`src/rtl/pid_controller_trapezoid_integral_defines.svh`:
```
// pid_controller_trapezoid_integral_defines.svh
// assertion macros shared by the pidtrap_front, pidtrap_integ and pidtrap_out modules
// no dependencies
`ifndef PID_CONTROLLER_TRAPEZOID_INTEGRAL_DEFINES_SVH
`define PID_CONTROLLER_TRAPEZOID_INTEGRAL_DEFINES_SVH

// same-cycle implication, disabled while reset is low
`define PID_ASSERT_IMP(lbl, clk, rst_n, ante, cons) \
    lbl: assert property (@(posedge clk) disable iff (!rst_n) (ante) |-> (cons)) \
        else $error("pid assertion failed");

// next-cycle implication, disabled while reset is low
`define PID_ASSERT_NXT(lbl, clk, rst_n, ante, cons) \
    lbl: assert property (@(posedge clk) disable iff (!rst_n) (ante) |=> (cons)) \
        else $error("pid assertion failed");

`endif

```
`src/rtl/pidtrap_pkg.sv`:
```
// pidtrap_pkg: widths, reset values, register indexes and the gain configuration struct
// used by every module of the pid block; no dependencies
`default_nettype none

package pidtrap_pkg;

    localparam int DEF_DATA_WIDTH = 16;
    localparam int DEF_FRAC_BITS  = 8;

    localparam int GAIN_W    = 16;
    localparam int LIMIT_W   = 15;
    localparam int BAND_W    = 16;
    localparam int ACC_BITS  = 40;
    localparam int REG_IDX_W = 3;

    localparam logic [GAIN_W-1:0] PROP_GAIN_RST = 16'd256;
    localparam logic [BAND_W-1:0] ZERO_BAND_RST = 16'd1;

    typedef enum logic [REG_IDX_W-1:0] {
        REG_PROP_GAIN   = 3'd0,
        REG_INTEG_GAIN  = 3'd1,
        REG_DERIV_GAIN  = 3'd2,
        REG_INTEG_LIMIT = 3'd3,
        REG_OUT_MIN     = 3'd4,
        REG_OUT_MAX     = 3'd5,
        REG_ZERO_BAND   = 3'd6
    } t_reg_idx;

    typedef struct packed {
        logic [GAIN_W-1:0]  prop_gain;
        logic [GAIN_W-1:0]  integ_gain;
        logic [GAIN_W-1:0]  deriv_gain;
        logic [LIMIT_W-1:0] integ_limit;
        logic [BAND_W-1:0]  zero_band;
    } t_gain_cfg;

endpackage

`default_nettype wire

```
`src/rtl/pidtrap_integ.sv`:
```
// pidtrap_integ: integral accumulator with anti-windup clamp and zero-band clear,
// also adds the P and D terms; depends on pidtrap_pkg
`default_nettype none
`include "pid_controller_trapezoid_integral_defines.svh"

module pidtrap_integ
    import pidtrap_pkg::*;
#(
    parameter int DATA_WIDTH = DEF_DATA_WIDTH,
    parameter int FRAC_BITS  = DEF_FRAC_BITS,
    localparam int P_W   = GAIN_W + DATA_WIDTH + 2,
    localparam int I_W   = GAIN_W + DATA_WIDTH + 3,
    localparam int D_W   = GAIN_W + DATA_WIDTH + 5,
    localparam int PD_W  = D_W + 1,
    localparam int NEW_W = ((ACC_BITS > I_W) ? ACC_BITS : I_W) + 1
) (
    input  logic                       i_clk,
    input  logic                       i_rst_n,
    input  logic [LIMIT_W-1:0]         i_integ_limit,
    input  logic                       i_valid,
    output logic                       o_ready,
    input  logic signed [P_W-1:0]      i_p,
    input  logic signed [I_W-1:0]      i_step,
    input  logic signed [D_W-1:0]      i_d,
    input  logic                       i_band,
    input  logic                       i_clear,
    output logic                       o_valid,
    input  logic                       i_ready,
    output logic signed [PD_W-1:0]     o_pd,
    output logic signed [ACC_BITS-1:0] o_ival,
    output logic                       o_clear
);

    logic                       r_valid;
    logic signed [ACC_BITS-1:0] r_acc;
    logic signed [PD_W-1:0]     r_pd;
    logic signed [ACC_BITS-1:0] r_ival;
    logic                       r_clear;

    logic                       load;
    logic signed [NEW_W-1:0]    acc_sum;
    logic signed [NEW_W-1:0]    lim;
    logic signed [NEW_W-1:0]    acc_max;
    logic signed [NEW_W-1:0]    hi;
    logic signed [NEW_W-1:0]    lo;
    logic signed [NEW_W-1:0]    clamped;
    logic signed [ACC_BITS-1:0] n_acc;
    logic signed [PD_W-1:0]     n_pd;

    assign o_ready = !r_valid || i_ready;
    assign load    = i_valid && o_ready;

    assign acc_sum = NEW_W'(r_acc) + NEW_W'(i_step);
    assign lim     = $signed(NEW_W'({i_integ_limit, {FRAC_BITS{1'b0}}}));
    assign acc_max = $signed(NEW_W'({1'b0, {(ACC_BITS-1){1'b1}}}));

    // a zero limit falls back to the accumulator's own range
    assign hi = (i_integ_limit != '0) ? lim : acc_max;
    assign lo = (i_integ_limit != '0) ? -lim : -acc_max - NEW_W'(1);

    always_comb begin
        if (acc_sum > hi) begin
            clamped = hi;
        end else if (acc_sum < lo) begin
            clamped = lo;
        end else begin
            clamped = acc_sum;
        end
    end

    assign n_acc = (i_clear || i_band) ? '0 : clamped[ACC_BITS-1:0];
    assign n_pd  = PD_W'(i_p) + PD_W'(i_d);

    always_ff @(posedge i_clk) begin
        if (!i_rst_n) begin
            r_valid <= 1'b0;
            r_acc   <= '0;
        end else begin
            if (o_ready) begin
                r_valid <= i_valid;
            end
            if (load) begin
                r_acc <= n_acc;
            end
        end
    end

    always_ff @(posedge i_clk) begin
        if (load) begin
            r_pd    <= n_pd;
            r_ival  <= n_acc;
            r_clear <= i_clear;
        end
    end

    assign o_valid = r_valid;
    assign o_pd    = r_pd;
    assign o_ival  = r_ival;
    assign o_clear = r_clear;

    `PID_ASSERT_NXT(a_acc_zeroed, i_clk, i_rst_n, load && (i_clear || i_band), r_acc == '0)

endmodule

`default_nettype wire

```
`config.mk`:
```
export PLATFORM = sky130hd
export DESIGN_NAME = pidtrap_integ
export DESIGN_NICKNAME = d
export VERILOG_FILES = /design/src/rtl/pidtrap_pkg.sv /design/src/rtl/pidtrap_integ.sv
export VERILOG_INCLUDE_DIRS = /design/src /design/src/rtl
export SDC_FILE = /design/constraint.sdc
export NUM_CORES = 1
export LEC_CHECK = 0
export BUFFER_PORTS_ARGS = -buffer_cell sky130_fd_sc_hd__buf_2
export CORE_MARGIN = 2
export CORE_UTILIZATION = 40
export CTS_BUF_LIST = sky130_fd_sc_hd__clkbuf_4
export DETAILED_ROUTE_END_ITERATION = 10
export PLACE_DENSITY_LB_ADDON = 0.15
export SKIP_CTS_REPAIR_TIMING = 1
export SYNTH_ARGS = -nofsm -noshare
export SYNTH_HDL_FRONTEND = slang
export SYNTH_SLANG_ARGS = --single-unit
```
`constraint.sdc`:
```
create_clock -name i_clk -period 6.8 [get_ports i_clk]
set_clock_uncertainty 0.05 [all_clocks]
set_input_delay 1.7 -clock i_clk [delete_from_list [all_inputs] [get_ports i_clk]]
set_output_delay 1.7 -clock i_clk [all_outputs]
set_load 0.02 [all_outputs]
```
==> summary.md <==
| Metric | Value |
|---|---|
| Psw | `0.9574 mW` |
| I/O Pins | `208` |
| Flops & latches, synth | `120` |
| Footprint of the multi-input gates | `0.007418 mm²` |
| Register area share after synthesis | `0.2987` |
| Area Growth Syn to Fin | `30.49%` |
| Final Critical Period | `6570 ps` |
| Final Hold Fails | `0` |
| Root buffer cell | `clkbuf_4` |
| Dpl hpwl | `27.49 mm` |
| Port Buf Inserts | `207` |
| Max-cap violation count | `0` |
| Worst-Skew Late Latency | `590 ps` |
| Setup-failing EPs final | `0` |
| Setup TNS | `0 ps` |
| Mapped Area | `0.01069 mm²` |
| H-tree depth | `4` |
| Worst path slowest cell | `ha_1` |
| Commonest cells after routing, fill and taps aside | `buf_2 (207), buf_4 (175), ha_1 (143)` |
| Cell count after synthesis | `1,208` |
| Main synth FF type | `edfxtp_1` |
| Grt ovf | `0` |
| Final Core Density | `0.5338` |
| Register Area | `0.003193 mm²` |
| Commonest non-fill, non-tap cell in the layout | `buf_2` |
| WP data required | `7040 ps` |
| Avg Synthesized Cell Area | `8.849 µm²` |
| DRT antenna net count | `0` |
| CTS tree | `done` |
| Setup crit start kind | `primary input` |
| Clock Power Share | `0.232` |
| Die Ht | `167.5 µm` |
| DR WL/cell | `17.75 µm` |
| Clk pin slew, worst setup/hold paths | `130 ps` |
| Switching Fraction | `0.3845` |
| Worst-margin pin slew | `663.4 ps` |
| Layout fillers | `2,563` |
| Die area | `0.02805 mm²` |
| Asr flop ratio synth | `0` |
| Internal | `1.532 mW` |
| Global-route wire length before repair | `54.03 mm` |
| Crit share post-route | `0.9661` |
| EDFF count, synth | `79` |
| Number of global-route vias before repair | `10.30k` |
| Die width | `167.5 µm` |
| Pleak | `6.637 nW` |
| Failing checks | `DRC` |
| WL final | `34.33 mm` |
| Starting DRT DRC Count | `634` |
| YS warnings | `0` |
| Largest net degree at the start of global routing | `48` |
| Via count | `10.60k` |
| Starting Density | `0.4090` |
| Mapped Nets | `1,482` |
| IR drop worst, VDD | `83.09 µV` |
| Final Max Tran Viols | `0` |
| Clock buffer depth | `2` |
| Initial antenna violation count | `3` |
| Clock tree sinks | `120` |
| Status | `finished, violations left` |
| Critical path data arrival time | `6810 ps` |
| Site Rows | `59` |
| DRT Pass-1 Iters | `8` |
| Fin nets | `1,857` |
| Crit-path max FO | `4` |
| PwrDens | `178.5 mW/mm²` |
| Routability cong. | `0.9432` |
| Core ar. | `0.02613 mm²` |
| Sequential share of power | `0.353` |
| Via/cell ratio | `5.479` |
| Kind of end point of the critical path | `register` |
| Comb power frac | `0.415` |
| TritonCTS Buffers | `17` |
| Slowest stage delay, CP | `340 ps` |
| Gr usage total | `0.2443` |
| Share of cells above drive strength 1 | `0.3008` |
| Critical path class | `in -> reg` |
| Yosys cell types | `85` |
| Worst hold path class | `reg -> reg` |
| Max Clk Rate | `152.2 MHz` |
| Worst relative slew slack | `0.5463` |
| # DRC | `8` |
[path summary, 6_finish.rpt]
kind / startpoint / end / depth (start not counted) / slack [ps]
setup / recovery: i_step[10] / o_ival[21] / 25 / 230
hold / removal: r_acc[34] / r_acc[34] / 2 / 410
setup reg to reg: r_acc[17] / o_ival[13] / 25 / 1080
hold reg to reg: r_acc[34] / r_acc[34] / 2 / 410
[per-layer routing]
layer | vias to the layer above | part of all wire | track usage
met1 | 4912 | 0.47 | 0.3434
met4 | 0 | 0.019 | 0.07259
li1 | 5331 | - | -
met5 | - | 0 | 0
met3 | 32 | 0.075 | 0.05365
met2 | 321 | 0.43 | 0.3763
[worst max-delay path, delay by kind of cell]
family	cells	cell delay, ps
xor+xnor	1	300
fa+ha+maj	2	660
buf+inv	4	510
compound gates	11	2250
simple gates	7	1350
[kinds of logic after synthesis]
group,count (synthesis),share of synthesized area
AO/OA/AOI/OAI,405,0.2615
buffers and inverters,74,0.02833
adder cells (fa/ha/maj),148,0.1745
flip-flops,120,0.2987
XOR/XNOR,75,0.06145
AND/OR/NAND/NOR,378,0.1679
multiplexers,8,0.007609
[cells in the mapped netlist, drive strengths merged, types with 24 or more instances]
master | number | share of area
dfxtp | 41 | 0.077
inv | 41 | 0.014
nand2 | 121 | 0.043
edfxtp | 79 | 0.22
nand3 | 30 | 0.014
nor2 | 97 | 0.034
o21ai | 74 | 0.035
and3 | 24 | 0.015
ha | 145 | 0.17
xnor2 | 55 | 0.045
a21oi | 102 | 0.049
a21o | 55 | 0.039
[registers in the layout, summed over array words and instances, names as in the netlist]
name	flops
o_valid	1
o_pd	38
o_clear	1
r_acc	40
o_ival	40
[power by group through the flow]
stage	clock network, mW	logic (mW)	registers (mW)
4_1_cts	0.601	1.02	0.880
5_1_grt	0.629	1.14	0.885
3_3_place_gp	0	1.00	0.895
3_5_place_dp	0	1.01	0.895
2_1_floorplan	0	0.551	0.957
6_report	0.577	1.03	0.879
[cell type report]
type / instances / share of cell area
multi-input combinational: 1014 / 0.5318
sequential: 120 / 0.2289
timing repair buffer: 388 / 0.1758
tap: 335 / 0.03005
clock inverter: 14 / 0.01166
inverter: 42 / 0.01148
clock buffer: 18 / 0.009688
antenna: 3 / 0.0005382
[through the flow]
stage	hold slack (ps)	setup WS [ps]	total power, mW	cells	cell area [µm²]
2_1_floorplan	379.1	2.924	1.507	1208	10720
3_3_place_gp	391.2	-456.6	1.895	1897	13430
3_5_place_dp	397.4	-597.3	1.903	1897	13430
4_1_cts	417.6	5.402	2.496	1929	13730
5_1_grt	445.1	-21.53	2.656	1934	13950
6_report	413.3	230.3	2.490	1934	13950
No activity file was read; power rests on OpenSTA's default activity.
