==> config.mk <==
export PLATFORM = sky130hd
export DESIGN_NAME = pidtrap_out
export DESIGN_NICKNAME = d
export VERILOG_FILES = /design/src/rtl/pidtrap_pkg.sv /design/src/rtl/pidtrap_out.sv
export VERILOG_INCLUDE_DIRS = /design/src /design/src/rtl
export SDC_FILE = /design/constraint.sdc
export NUM_CORES = 1
export LEC_CHECK = 0
export ABC_AREA = 1
export BUFFER_PORTS_ARGS = -buffer_cell sky130_fd_sc_hd__buf_2
export CORE_MARGIN = 3
export CORE_UTILIZATION = 60
export DETAILED_ROUTE_END_ITERATION = 7
export PLACE_DENSITY_LB_ADDON = 0.15
export SLEW_MARGIN = 10
export SYNTH_ARGS = -nofsm -noshare
export SYNTH_HDL_FRONTEND = slang
export SYNTH_SLANG_ARGS = --single-unit
==> constraint.sdc <==
create_clock -name i_clk -period 11.8 [get_ports i_clk]
set_clock_uncertainty 0.2 [all_clocks]
set_input_delay 1.77 -clock i_clk [delete_from_list [all_inputs] [get_ports i_clk]]
set_output_delay 1.77 -clock i_clk [all_outputs]
set_load 0.05 [all_outputs]
==> src/rtl/pid_controller_trapezoid_integral_defines.svh <==
// pid_controller_trapezoid_integral_defines.svh
// assertion macros shared by the pidtrap_front, pidtrap_integ and pidtrap_out modules
// no dependencies
`ifndef PID_CONTROLLER_TRAPEZOID_INTEGRAL_DEFINES_SVH
`define PID_CONTROLLER_TRAPEZOID_INTEGRAL_DEFINES_SVH

// same-cycle implication, disabled while reset is low
`define PID_ASSERT_IMP(lbl, clk, rst_n, ante, cons) \
    lbl: assert property (@(posedge clk) disable iff (!rst_n) (ante) |-> (cons)) \
        else $error("pid assertion failed");

// next-cycle implication, disabled while reset is low
`define PID_ASSERT_NXT(lbl, clk, rst_n, ante, cons) \
    lbl: assert property (@(posedge clk) disable iff (!rst_n) (ante) |=> (cons)) \
        else $error("pid assertion failed");

`endif

==> src/rtl/pidtrap_pkg.sv <==
// pidtrap_pkg: widths, reset values, register indexes and the gain configuration struct
// used by every module of the pid block; no dependencies
`default_nettype none

package pidtrap_pkg;

    localparam int DEF_DATA_WIDTH = 16;
    localparam int DEF_FRAC_BITS  = 8;

    localparam int GAIN_W    = 16;
    localparam int LIMIT_W   = 15;
    localparam int BAND_W    = 16;
    localparam int ACC_BITS  = 40;
    localparam int REG_IDX_W = 3;

    localparam logic [GAIN_W-1:0] PROP_GAIN_RST = 16'd256;
    localparam logic [BAND_W-1:0] ZERO_BAND_RST = 16'd1;

    typedef enum logic [REG_IDX_W-1:0] {
        REG_PROP_GAIN   = 3'd0,
        REG_INTEG_GAIN  = 3'd1,
        REG_DERIV_GAIN  = 3'd2,
        REG_INTEG_LIMIT = 3'd3,
        REG_OUT_MIN     = 3'd4,
        REG_OUT_MAX     = 3'd5,
        REG_ZERO_BAND   = 3'd6
    } t_reg_idx;

    typedef struct packed {
        logic [GAIN_W-1:0]  prop_gain;
        logic [GAIN_W-1:0]  integ_gain;
        logic [GAIN_W-1:0]  deriv_gain;
        logic [LIMIT_W-1:0] integ_limit;
        logic [BAND_W-1:0]  zero_band;
    } t_gain_cfg;

endpackage

`default_nettype wire

==> src/rtl/pidtrap_out.sv <==
// pidtrap_out: sums P+D with the integral, drops the fraction bits, saturates to the
// output limits (zero on clear) and holds the result word; depends on pidtrap_pkg
`default_nettype none
`include "pid_controller_trapezoid_integral_defines.svh"

module pidtrap_out
    import pidtrap_pkg::*;
#(
    parameter int DATA_WIDTH = DEF_DATA_WIDTH,
    parameter int FRAC_BITS  = DEF_FRAC_BITS,
    localparam int PD_W  = GAIN_W + DATA_WIDTH + 6,
    localparam int SUM_W = ((PD_W > ACC_BITS) ? PD_W : ACC_BITS) + 1,
    localparam int Y_W   = SUM_W - FRAC_BITS
) (
    input  logic                         i_clk,
    input  logic                         i_rst_n,
    input  logic signed [DATA_WIDTH-1:0] i_out_min,
    input  logic signed [DATA_WIDTH-1:0] i_out_max,
    input  logic                         i_valid,
    output logic                         o_ready,
    input  logic signed [PD_W-1:0]       i_pd,
    input  logic signed [ACC_BITS-1:0]   i_ival,
    input  logic                         i_clear,
    output logic                         o_valid,
    input  logic                         i_ready,
    output logic [DATA_WIDTH-1:0]        o_control_out,
    output logic                         o_clipped
);

    logic                  r_valid;
    logic [DATA_WIDTH-1:0] r_y;
    logic                  r_clip;

    logic                  load;
    logic signed [SUM_W-1:0] sum;
    logic signed [Y_W-1:0] y;
    logic signed [Y_W-1:0] y_max;
    logic signed [Y_W-1:0] y_min;
    logic [DATA_WIDTH-1:0] n_y;
    logic                  n_clip;

    assign o_ready = !r_valid || i_ready;
    assign load    = i_valid && o_ready;

    assign sum   = SUM_W'(i_pd) + SUM_W'(i_ival);
    // dropping the low bits is a floor shift
    assign y     = sum[SUM_W-1:FRAC_BITS];
    assign y_max = Y_W'(i_out_max);
    assign y_min = Y_W'(i_out_min);

    // upper limit checked first: with crossed limits y above out_max gets out_max
    always_comb begin
        n_y    = y[DATA_WIDTH-1:0];
        n_clip = 1'b0;
        if (i_clear) begin
            n_y = '0;
        end else if (y > y_max) begin
            n_y    = i_out_max;
            n_clip = 1'b1;
        end else if (y < y_min) begin
            n_y    = i_out_min;
            n_clip = 1'b1;
        end
    end

    always_ff @(posedge i_clk) begin
        if (!i_rst_n) begin
            r_valid <= 1'b0;
        end else if (o_ready) begin
            r_valid <= i_valid;
        end
    end

    always_ff @(posedge i_clk) begin
        if (load) begin
            r_y    <= n_y;
            r_clip <= n_clip;
        end
    end

    assign o_valid       = r_valid;
    assign o_control_out = r_y;
    assign o_clipped     = r_clip;

    `PID_ASSERT_IMP(a_clip_at_limit, i_clk, i_rst_n, r_valid && r_clip, r_y == i_out_max || r_y == i_out_min)
    `PID_ASSERT_NXT(a_clear_output, i_clk, i_rst_n, load && i_clear, r_y == '0 && !r_clip)

endmodule

`default_nettype wire

==> results.md <==
- Status: completed
- Syn Area/Cell: 6.07 sq um
- Synth Flop Type: edfxtp_1
- CP max-delay cell: nand2_2
- Row cnt: 33
- Starting Density: between 60% and 70%
- Seq pwr share: 15.1%
- Commonest non-fill, non-tap cell in the layout: nand2_1
- First DRT Iteration DRCs: 300
- Area Overhead vs Synth: 14.6%
- Core Area: roughly 8400 sq um
- CP peak stage delay: 0.45 ns
- Sequential fraction of the synthesis area: 9.97%
- TritonCTS Sinks: 18
- Synthesized net count: between 1,000 and 1,500
- FF-to-FF End: o_control_out[5]$_SDFFCE_PP0P_
- CP bufs+invs: 1
- TNS Setup: 0 ns
- Clock transition at path regs: roughly 0.07 ns
- Initial antenna violation count: 0
- Slew at the pin closest to its max-slew limit: between 0.6 and 0.7 ns
- Leak Pwr: approximately 0.0036 uW
- First-pass GRT wire length: 24.7 mm
- Congestion Overflow GR: 0
- Post-synthesis cell area: roughly 5300 sq um
- GRT Resource Usage Total: ~29%
- Max Fclk: around 0.17 GHz
- Worst setup path class: in -> reg
- Antenna Cells: 0
- CP arrival: 5.63 ns
- YS warnings: 0
- Worst hold margin: about 0.33 ns
- Layout cell share with drive strength beyond 1: about 15%
- DR pass1 iterations: 5
- Hold_buf cts: 0
- NumNets Final: roughly 1,200
- Post-synth ARST share: 0%
- Largest net degree at the start of global routing: 20
- Max cap viols: 0
- Relative slew slack: around 56%
- Crit end category: flip-flop
- Critical path, cell by cell: buf_2, ha_1, a21oi_1, nor2_1, o21ai_0, nand2_1, nand2_1, nand3_1, nand3_1, nand2_1, nand2_1, nand2_1, xor2_1, ha_1, a21oi_1, o21ai_0, nand2_1, nand2_1, a21oi_1, nand4_2, nand2_2, a31oi_1
- DIE AREA: around 10,000 sq um
- Vias per cell: ~5.5
- Pint: about 260 uW
- Final WL: around 15 mm
- Global placer's final weighted congestion: ~0.95
- Hold Path Depth: 2
- Number of synthesized register bits: 18
- Hold Vio Cnt, Final: 0
- FILL cells: about 780
- Post-synth EDFFs: 17
- Yosys top cell area share: 24.5%
- Post-synthesis cell type count: 33
- Root Driver: clkbuf_8
- Final setup viols: 0
- Hold EP: o_valid$_SDFFE_PN0N_
- Ranking of synthesized cells by area: ha_1 (24%), nand2_1 (17%), edfxtp_1 (9.6%)
- R2R setup slack: between 10 and 15 ns
- Antenna-violating nets left: 0
- DRC violations left: 0
- CTS tree: yes
- Comb pwr share: 77.2%
- Hold_sp: o_valid$_SDFFE_PN0N_
- Routed WL per cell: roughly 13 um
- Synth area leader: ha_1
- CTS H-tree lvls: 1
- Clk_lat worst skew: roughly 0.25 ns
- Port Buf Inserts: around 130
- Most frequent cells in the layout: nand2_1 (238), inv_1 (136), buf_2 (133)
- Die H: 100 um
- Power per cell area: 93.1 nW/um^2
- Most common cell on crit path: nand2_1
- Post_cts resized: 0
- Clk buf depth: 2
- Critical Path RT: about 12 ns
- RSZ-0062 raised after global routing: false
- Reg2reg path depth: 2
- Die X: roughly 100 um
- Fin. max-slew vios: 0
- Fin crit share: 49.7%
- Io pins: 134
- Crit path time final: approximately 5.9 ns
- Net Switching: 309 uW
- Max Fanout on Critical Path: 17
- IR drop worst, VDD: between 50 and 60 uV
- Class of the worst hold path: reg -> reg
- Synth Instances: around 900
- Post-CTS Setup Inserts: 0
- CP delay by family, top: simple AND/OR/NAND/NOR gates
- RR Startpoint: o_valid$_SDFFE_PN0N_
- Total CTS buffers: 3
- CP Launch Type: input pin
- Clock power share: just under 8%
- Vias in the first global route: 5,731
- Via count: 6,153
- DPL Wire Length: approximately 13 mm
- Switching Share: 54.5%
worst max path at each step:
stage               start  depth (start not counted)                         endpoint
2_1_floorplan    i_pd[11]                         23   o_control_out[3]$_SDFFCE_PP0P_
3_3_place_gp     i_pd[14]                         22   o_control_out[7]$_SDFFCE_PP0P_
3_5_place_dp   i_ival[14]                         22   o_control_out[2]$_SDFFCE_PP0P_
4_1_cts          i_pd[14]                         22   o_control_out[1]$_SDFFCE_PP0P_
5_1_grt           i_pd[3]                         24  o_control_out[11]$_SDFFCE_PP0P_
6_report          i_pd[3]                         22          o_clipped$_SDFFCE_PP0P_
cell usage after synthesis (8+ instances only):
library cell,number
nand2_1,238
inv_1,136
ha_1,104
a21oi_1,85
nand3_1,83
nor2_1,68
o21ai_0,38
nand4_1,23
edfxtp_1,17
xor2_1,15
o21a_1,11
xnor2_1,8
cell families (layout without fill, tap and decap cells):
group / after synthesis / count (layout) / synth area share, %
and+or+nand+nor: 437 / 437 / 35.6
AOI/OAI and AO/OA: 149 / 149 / 15.2
buffers and inverters: 145 / 274 / 11.0
adders and majority gates: 104 / 104 / 24.5
xor gates and xnor gates: 23 / 23 / 3.79
DFF: 18 / 18 / 9.97
metal layers:
layer / vias up / part of all wire, % / global-route usage (%)
met4: 0 / 2.2 / 9.22
met1: 2674 / 45 / 39.6
met5: - / 0 / 0
met2: 260 / 45 / 48.8
li1: 3192 / - / -
met3: 27 / 7.3 / 1.95
layout make-up:
cell class	count	area, sq um	area share, %
Multi-Input combinational cell	713	4210	69.0
Clock inverter	1	3.75	0.0616
Sequential cell	18	531	8.70
Timing Repair Buffer	134	673	11.0
Tap cell	105	131	2.16
Clock buffer	3	41.3	0.677
Inverter	136	510	8.37
power by group through the flow:
| stage | Clock (uW) | Combinational (uW) | Sequential (uW) |
|---|---|---|---|
| after floorplan | 0 | 302 | 121 |
| after global placement | 0 | 421 | 86.7 |
| after detailed placement | 0 | 429 | 87.5 |
| after CTS | 43.7 | 431 | 86.2 |
| after global routing | 46.1 | 496 | 86.7 |
| final | 43.6 | 438 | 85.9 |
sequential cells by signal, indices dropped and copies added, names as in the netlist:
register       cells
o_control_out     16
o_clipped          1
o_valid            1
worst min-delay path: stages, from the launching register on:
cell      delay [ns]
dfxtp_1         0.32
nand2_1         0.08
a21boi_0        0.07
metrics by stage:
stage | total power, uW | instances | worst slack [ns] | instance area [sq um] | util, %
after floorplan | 422 | 876 | 6.72 | 5320 | -
after global placement | 508 | 1106 | 5.88 | 6050 | 71.8
after detailed placement | 517 | 1106 | 5.79 | 6050 | 71.8
after CTS | 561 | 1110 | 6.04 | 6100 | 72.4
after global routing | 629 | 1110 | 5.54 | 6100 | 72.4
final | 568 | 1110 | 5.93 | 6100 | 72.4
Power figures use the tool's default switching activity.
