## src/rtl/pid_controller_trapezoid_integral_defines.svh

```systemverilog
// pid_controller_trapezoid_integral_defines.svh
// assertion macros shared by the pidtrap_front, pidtrap_integ and pidtrap_out modules
// no dependencies
`ifndef PID_CONTROLLER_TRAPEZOID_INTEGRAL_DEFINES_SVH
`define PID_CONTROLLER_TRAPEZOID_INTEGRAL_DEFINES_SVH

// same-cycle implication, disabled while reset is low
`define PID_ASSERT_IMP(lbl, clk, rst_n, ante, cons) \
    lbl: assert property (@(posedge clk) disable iff (!rst_n) (ante) |-> (cons)) \
        else $error("pid assertion failed");

// next-cycle implication, disabled while reset is low
`define PID_ASSERT_NXT(lbl, clk, rst_n, ante, cons) \
    lbl: assert property (@(posedge clk) disable iff (!rst_n) (ante) |=> (cons)) \
        else $error("pid assertion failed");

`endif

```

## src/rtl/pidtrap_pkg.sv

```systemverilog
// pidtrap_pkg: widths, reset values, register indexes and the gain configuration struct
// used by every module of the pid block; no dependencies
`default_nettype none

package pidtrap_pkg;

    localparam int DEF_DATA_WIDTH = 16;
    localparam int DEF_FRAC_BITS  = 8;

    localparam int GAIN_W    = 16;
    localparam int LIMIT_W   = 15;
    localparam int BAND_W    = 16;
    localparam int ACC_BITS  = 40;
    localparam int REG_IDX_W = 3;

    localparam logic [GAIN_W-1:0] PROP_GAIN_RST = 16'd256;
    localparam logic [BAND_W-1:0] ZERO_BAND_RST = 16'd1;

    typedef enum logic [REG_IDX_W-1:0] {
        REG_PROP_GAIN   = 3'd0,
        REG_INTEG_GAIN  = 3'd1,
        REG_DERIV_GAIN  = 3'd2,
        REG_INTEG_LIMIT = 3'd3,
        REG_OUT_MIN     = 3'd4,
        REG_OUT_MAX     = 3'd5,
        REG_ZERO_BAND   = 3'd6
    } t_reg_idx;

    typedef struct packed {
        logic [GAIN_W-1:0]  prop_gain;
        logic [GAIN_W-1:0]  integ_gain;
        logic [GAIN_W-1:0]  deriv_gain;
        logic [LIMIT_W-1:0] integ_limit;
        logic [BAND_W-1:0]  zero_band;
    } t_gain_cfg;

endpackage

`default_nettype wire

```

## src/rtl/pidtrap_front.sv

```systemverilog
// pidtrap_front: input register stage, forms the error and its trapezoid and derivative sums
// keeps the two previous errors; depends on pidtrap_pkg
`default_nettype none
`include "pid_controller_trapezoid_integral_defines.svh"

module pidtrap_front
    import pidtrap_pkg::*;
#(
    parameter int DATA_WIDTH = DEF_DATA_WIDTH,
    localparam int ERR_W = DATA_WIDTH + 1,
    localparam int SUM_W = DATA_WIDTH + 2,
    localparam int DER_W = DATA_WIDTH + 4
) (
    input  logic                         i_clk,
    input  logic                         i_rst_n,
    input  logic                         i_valid,
    output logic                         o_ready,
    input  logic signed [DATA_WIDTH-1:0] i_setpoint,
    input  logic signed [DATA_WIDTH-1:0] i_measurement,
    input  logic                         i_clear,
    output logic                         o_valid,
    input  logic                         i_ready,
    output logic signed [ERR_W-1:0]      o_err,
    output logic signed [SUM_W-1:0]      o_err_sum,
    output logic signed [DER_W-1:0]      o_err_der,
    output logic                         o_clear
);

    logic                    r_valid;
    logic signed [ERR_W-1:0] r_ep;
    logic signed [ERR_W-1:0] r_ep2;
    logic signed [ERR_W-1:0] r_err;
    logic signed [SUM_W-1:0] r_sum;
    logic signed [DER_W-1:0] r_der;
    logic                    r_clear;

    logic                    load;
    logic signed [ERR_W-1:0] n_err;
    logic signed [SUM_W-1:0] n_sum;
    logic signed [DER_W-1:0] n_der;
    logic signed [DER_W-1:0] err_x;
    logic signed [DER_W-1:0] ep_x;
    logic signed [DER_W-1:0] ep2_x;

    assign o_ready = !r_valid || i_ready;
    assign load    = i_valid && o_ready;

    assign n_err = {i_setpoint[DATA_WIDTH-1], i_setpoint}
                 - {i_measurement[DATA_WIDTH-1], i_measurement};
    assign n_sum = {n_err[ERR_W-1], n_err} + {r_ep[ERR_W-1], r_ep};

    // three-point backward difference: 3e - 4e[-1] + e[-2]
    assign err_x = {{3{n_err[ERR_W-1]}}, n_err};
    assign ep_x  = {{3{r_ep[ERR_W-1]}}, r_ep};
    assign ep2_x = {{3{r_ep2[ERR_W-1]}}, r_ep2};
    assign n_der = (err_x <<< 1) + err_x - (ep_x <<< 2) + ep2_x;

    always_ff @(posedge i_clk) begin
        if (!i_rst_n) begin
            r_valid <= 1'b0;
            r_ep    <= '0;
            r_ep2   <= '0;
        end else begin
            if (o_ready) begin
                r_valid <= i_valid;
            end
            if (load) begin
                if (i_clear) begin
                    r_ep  <= '0;
                    r_ep2 <= '0;
                end else begin
                    r_ep  <= n_err;
                    r_ep2 <= r_ep;
                end
            end
        end
    end

    always_ff @(posedge i_clk) begin
        if (load) begin
            r_clear <= i_clear;
            r_err   <= i_clear ? '0 : n_err;
            r_sum   <= i_clear ? '0 : n_sum;
            r_der   <= i_clear ? '0 : n_der;
        end
    end

    assign o_valid   = r_valid;
    assign o_err     = r_err;
    assign o_err_sum = r_sum;
    assign o_err_der = r_der;
    assign o_clear   = r_clear;

    `PID_ASSERT_NXT(a_clear_history, i_clk, i_rst_n, load && i_clear, r_ep == '0 && r_ep2 == '0)

endmodule

`default_nettype wire

```

## config.mk

```make
export PLATFORM = sky130hd
export DESIGN_NAME = pidtrap_front
export DESIGN_NICKNAME = d
export VERILOG_FILES = /design/src/rtl/pidtrap_pkg.sv /design/src/rtl/pidtrap_front.sv
export VERILOG_INCLUDE_DIRS = /design/src /design/src/rtl
export SDC_FILE = /design/constraint.sdc
export NUM_CORES = 1
export LEC_CHECK = 0
export BUFFER_PORTS_ARGS = -buffer_cell sky130_fd_sc_hd__buf_2
export CORE_MARGIN = 5
export CORE_UTILIZATION = 60
export CTS_BUF_LIST = sky130_fd_sc_hd__clkbuf_8
export CTS_CLUSTER_SIZE = 40
export DETAILED_ROUTE_END_ITERATION = 10
export PLACE_DENSITY = 0.93
export SLEW_MARGIN = 40
export SYNTH_ARGS = -nofsm -noshare
export SYNTH_HDL_FRONTEND = slang
export SYNTH_SLANG_ARGS = --single-unit
```

## constraint.sdc

```tcl
create_clock -name i_clk -period 6.55 [get_ports i_clk]
set_input_delay 0.655 -clock i_clk [delete_from_list [all_inputs] [get_ports i_clk]]
set_output_delay 0.655 -clock i_clk [all_outputs]
set_load 0.005 [all_outputs]
```

==> results by group <==
Floorplan
  – Die X: between 100 and 150 um
  – Starting Density: approximately 61%
  – Die H: ~120 um
  – Full die area: roughly 13000 um2
  – Num rows: 38
  – Core Area: around 11000 um2
  – I/O pins: 95

STA
  – Fin worst setup slack: roughly 1.1 ns
  – RSZ-0062 raised after global routing: false
  – Period utilization: between 80% and 90%
  – Post-route minimum period: about 5.4 ns
  – Relative slew slack: 47.19%
  – Actual slew at the worst max-slew pin: between 0.7 and 0.8 ns
  – # setup viols final: 0
  – Final TNS setup: 0 ns
  – Final Max Slew Viols: 0
  – Final hold vios: 0
  – Clock skew: 0.009222 ns
  – Peak Freq: ~180 MHz
  – Final Hold Slack: between 0.4 and 0.5 ns

Yosys
  – Top cell type's share of synthesized area: 25.01%
  – FF+latch count, synth: 91
  – Leading cell types by count after synthesis: 107 x inv_1, 60 x nor2_1, 57 x ha_1, 56 x edfxtp_1, 41 x nand2_1
  – Number of flops mapped to enable cells by yosys: 56
  – Synth Net Count: 846
  – Mapped cell area: 6724 um2
  – Most common cell in the netlist: inv_1
  – Seq/Total Area, Yosys: a little over a third
  – Post-synth ARST share: 0%
  – Top FF cell, synth: edfxtp_1
  – Largest area contributor in the netlist: edfxtp_1
  – Syn avg cell area: 9.339 um2
  – Post-synthesis cell count: 720
  – Area contributors post-synth: edfxtp_1 25%, ha_1 11%, dfxtp_1 10%
  – Yosys warns: 0
  – Synth cell types: 59

Clock network
  – Root Driver: clkbuf_8
  – Num CTS Buffers: 9
  – Max clock buf depth: 2
  – Resize count post-CTS: 0
  – CTS tree: yes
  – # hold bufs at CTS: 0
  – # H-tree levels: 3
  – Reg clk slew, reported paths: about 0.080 ns
  – Clock Sinks: 91
  – Setup bufs post-CTS: 0
  – Clock Latency Late Sink: between 0.3 and 0.4 ns

Min path
  – Worst Hold Depth: 2
  – Worst hold path class: flip-flop to flip-flop

Global route
  – Largest net degree at the start of global routing: 90
  – Global-route wire length before repair: roughly 24000 um
  – Total GRT Usage: between 20% and 30%
  – Vias in the first global route: 5177
  – GRT overflow: 0
  – Antenna violations before repair: 0

Power and ir drop
  – Peak supply drop: approximately 0.16 mV
  – Pwr Total: 2.495 mW
  – Pwr per Cell Area: 334.0 nW/um2
  – Leak Pwr: 3.362 nW

Cells and area
  – ANT cells: 0
  – Layout Area Growth over Synthesis: 11.13%
  – Number of fill cells: ~870
  – Post-route insts no fill: around 950
  – Share of cells above drive strength 1: 15.33%
  – Fin nets: 930

Place
  – Post-placement setup slack: 0.8496 ns
  – Inst Count DP: approximately 930
  – Final GP Congestion: approximately 0.88
  – Final HPWL DP: 10740 um
  – Port Buf Inserts: 94

Detailed routing
  – Residual DRC: 0
  – Via count: between 5000 and 6000
  – DRT antenna net count: 0
  – Final wirelength: 14380 um
  – Drt via density: approximately 5.7
  – First-pass DRT Iterations: 5
  – DR iter-0 viols: approximately 390
  – WL/cell: ~15 um

Setup path
  – Setup CP Type: input port to flip-flop
  – Max FO, Critical Path: 4
  – Critical Path Start Type: input port
  – CP arrival: 5.52 ns
  – CP cell instances: buf_2 -> inv_1 -> ha_1 -> fa_1 -> nor2b_1 -> o2111ai_1 -> nand3_1 -> a21o_1 -> a21oi_1 -> xnor2_1 -> inv_1 -> fa_1 -> inv_1 -> fa_1 -> inv_1 -> ha_1 -> nand2_1 -> nor4b_1 -> o21ai_0 -> a31oi_1 -> o21ai_0 -> nor3b_1
  – Max incr delay on CP: 0.55 ns
  – Worst r2r path cells: 14
  – Cell mode on critical path: inv_1
  – Req. time, crit path: ~6.7 ns
  – CP max stage cell: nor4b_1
  – Critical Path Sink Type: flip-flop

Job
  – Max-cap violations: 0

Outcome
  – Status: finished clean
power by group:
part           internal (mW)  switching, mW
Combinational          0.604          0.790
Sequential             0.734         0.0262
Clock                  0.145          0.196
worst max-delay path: cells and delay by family:
family	cells	cell delay, ns
fa+ha+maj	5	1.96
simple gates	5	1.14
compound gates	6	1.01
xor+xnor	1	0.39
buf+inv	5	0.36
routing by layer:
layer | up-vias | GRT usage (%) | part of all wire [%] | wire (um)
met5 | - | 0 | 0 | 0
met4 | 0 | 8.430 | 2.4 | 348
met3 | 34 | 4.543 | 7.9 | 1139
met2 | 220 | 35.10 | 45 | 6451
met1 | 2520 | 30.72 | 45 | 6443
li1 | 2635 | - | - | -
cells by family after synthesis:
kind of cell,count (synthesis),synth area share (%)
AND/OR/NAND/NOR,214,15.89
AO/OA/AOI/OAI,154,15.31
buffers and inverters,131,7.425
adder cells (fa/ha/maj),93,20.80
flip-flops,91,35.43
XOR/XNOR,31,4.150
multiplexers,6,0.9862
placed cells by master, fill, tap and decap left out, types with 3 or more instances in the layout:
cell type	n
nor2_1	60
nand3_1	11
nand3b_1	9
dfxtp_1	35
a21oi_1	37
inv_1	107
clkinv_2	4
mux2_1	3
o21ai_0	31
a211o_1	6
clkbuf_8	10
nand2_1	41
buf_2	94
o21a_1	6
nor3_1	26
a211oi_1	9
a21boi_0	16
xor2_1	8
xnor2_1	22
nor2b_1	26
maj3_2	4
ha_1	57
nand2b_1	13
fa_1	32
a31oi_1	6
nor4b_1	4
or3_1	6
o31ai_1	8
and2_1	7
a21o_1	12
edfxtp_1	56
sequential cells by signal, indices dropped and copies added (netlist names):
signal,cells
o_err_sum,18
o_valid,1
r_ep2,17
o_clear,1
o_err,17
o_err_der,20
r_ep,17
final timing paths:
kind | startpoint | slack [ns] | endpoint
worst max-delay path | i_setpoint[0] | 1.14 | o_err_der[16]
worst min-delay path | r_ep2[5] | 0.48 | r_ep2[5]
worst max register to register | r_ep[0] | 2.27 | o_err_der[12]
worst min register to register | r_ep2[5] | 0.48 | r_ep2[5]
area by class of cell:
type,count,area [um2],share of cell area (%)
clock buffers,10,137.6,1.842
flip-flops and latches,91,2382,31.88
multi-input cells,498,3842,51.42
clock inverters,6,32.53,0.4354
inverters,107,401.6,5.375
repair buffers,97,500.5,6.698
well taps,140,175.2,2.344
per-stage QoR:
| stage | util (%) | instance area, um2 |
|---|---|---|
| detailed placement | 66.70 | 7295 |
| global placement | 66.70 | 7295 |
| floorplan | - | 6724 |
| CTS | 68.26 | 7465 |
| finish | 68.33 | 7472 |
| global route | 68.33 | 7472 |
Power figures use the tool's default switching activity.
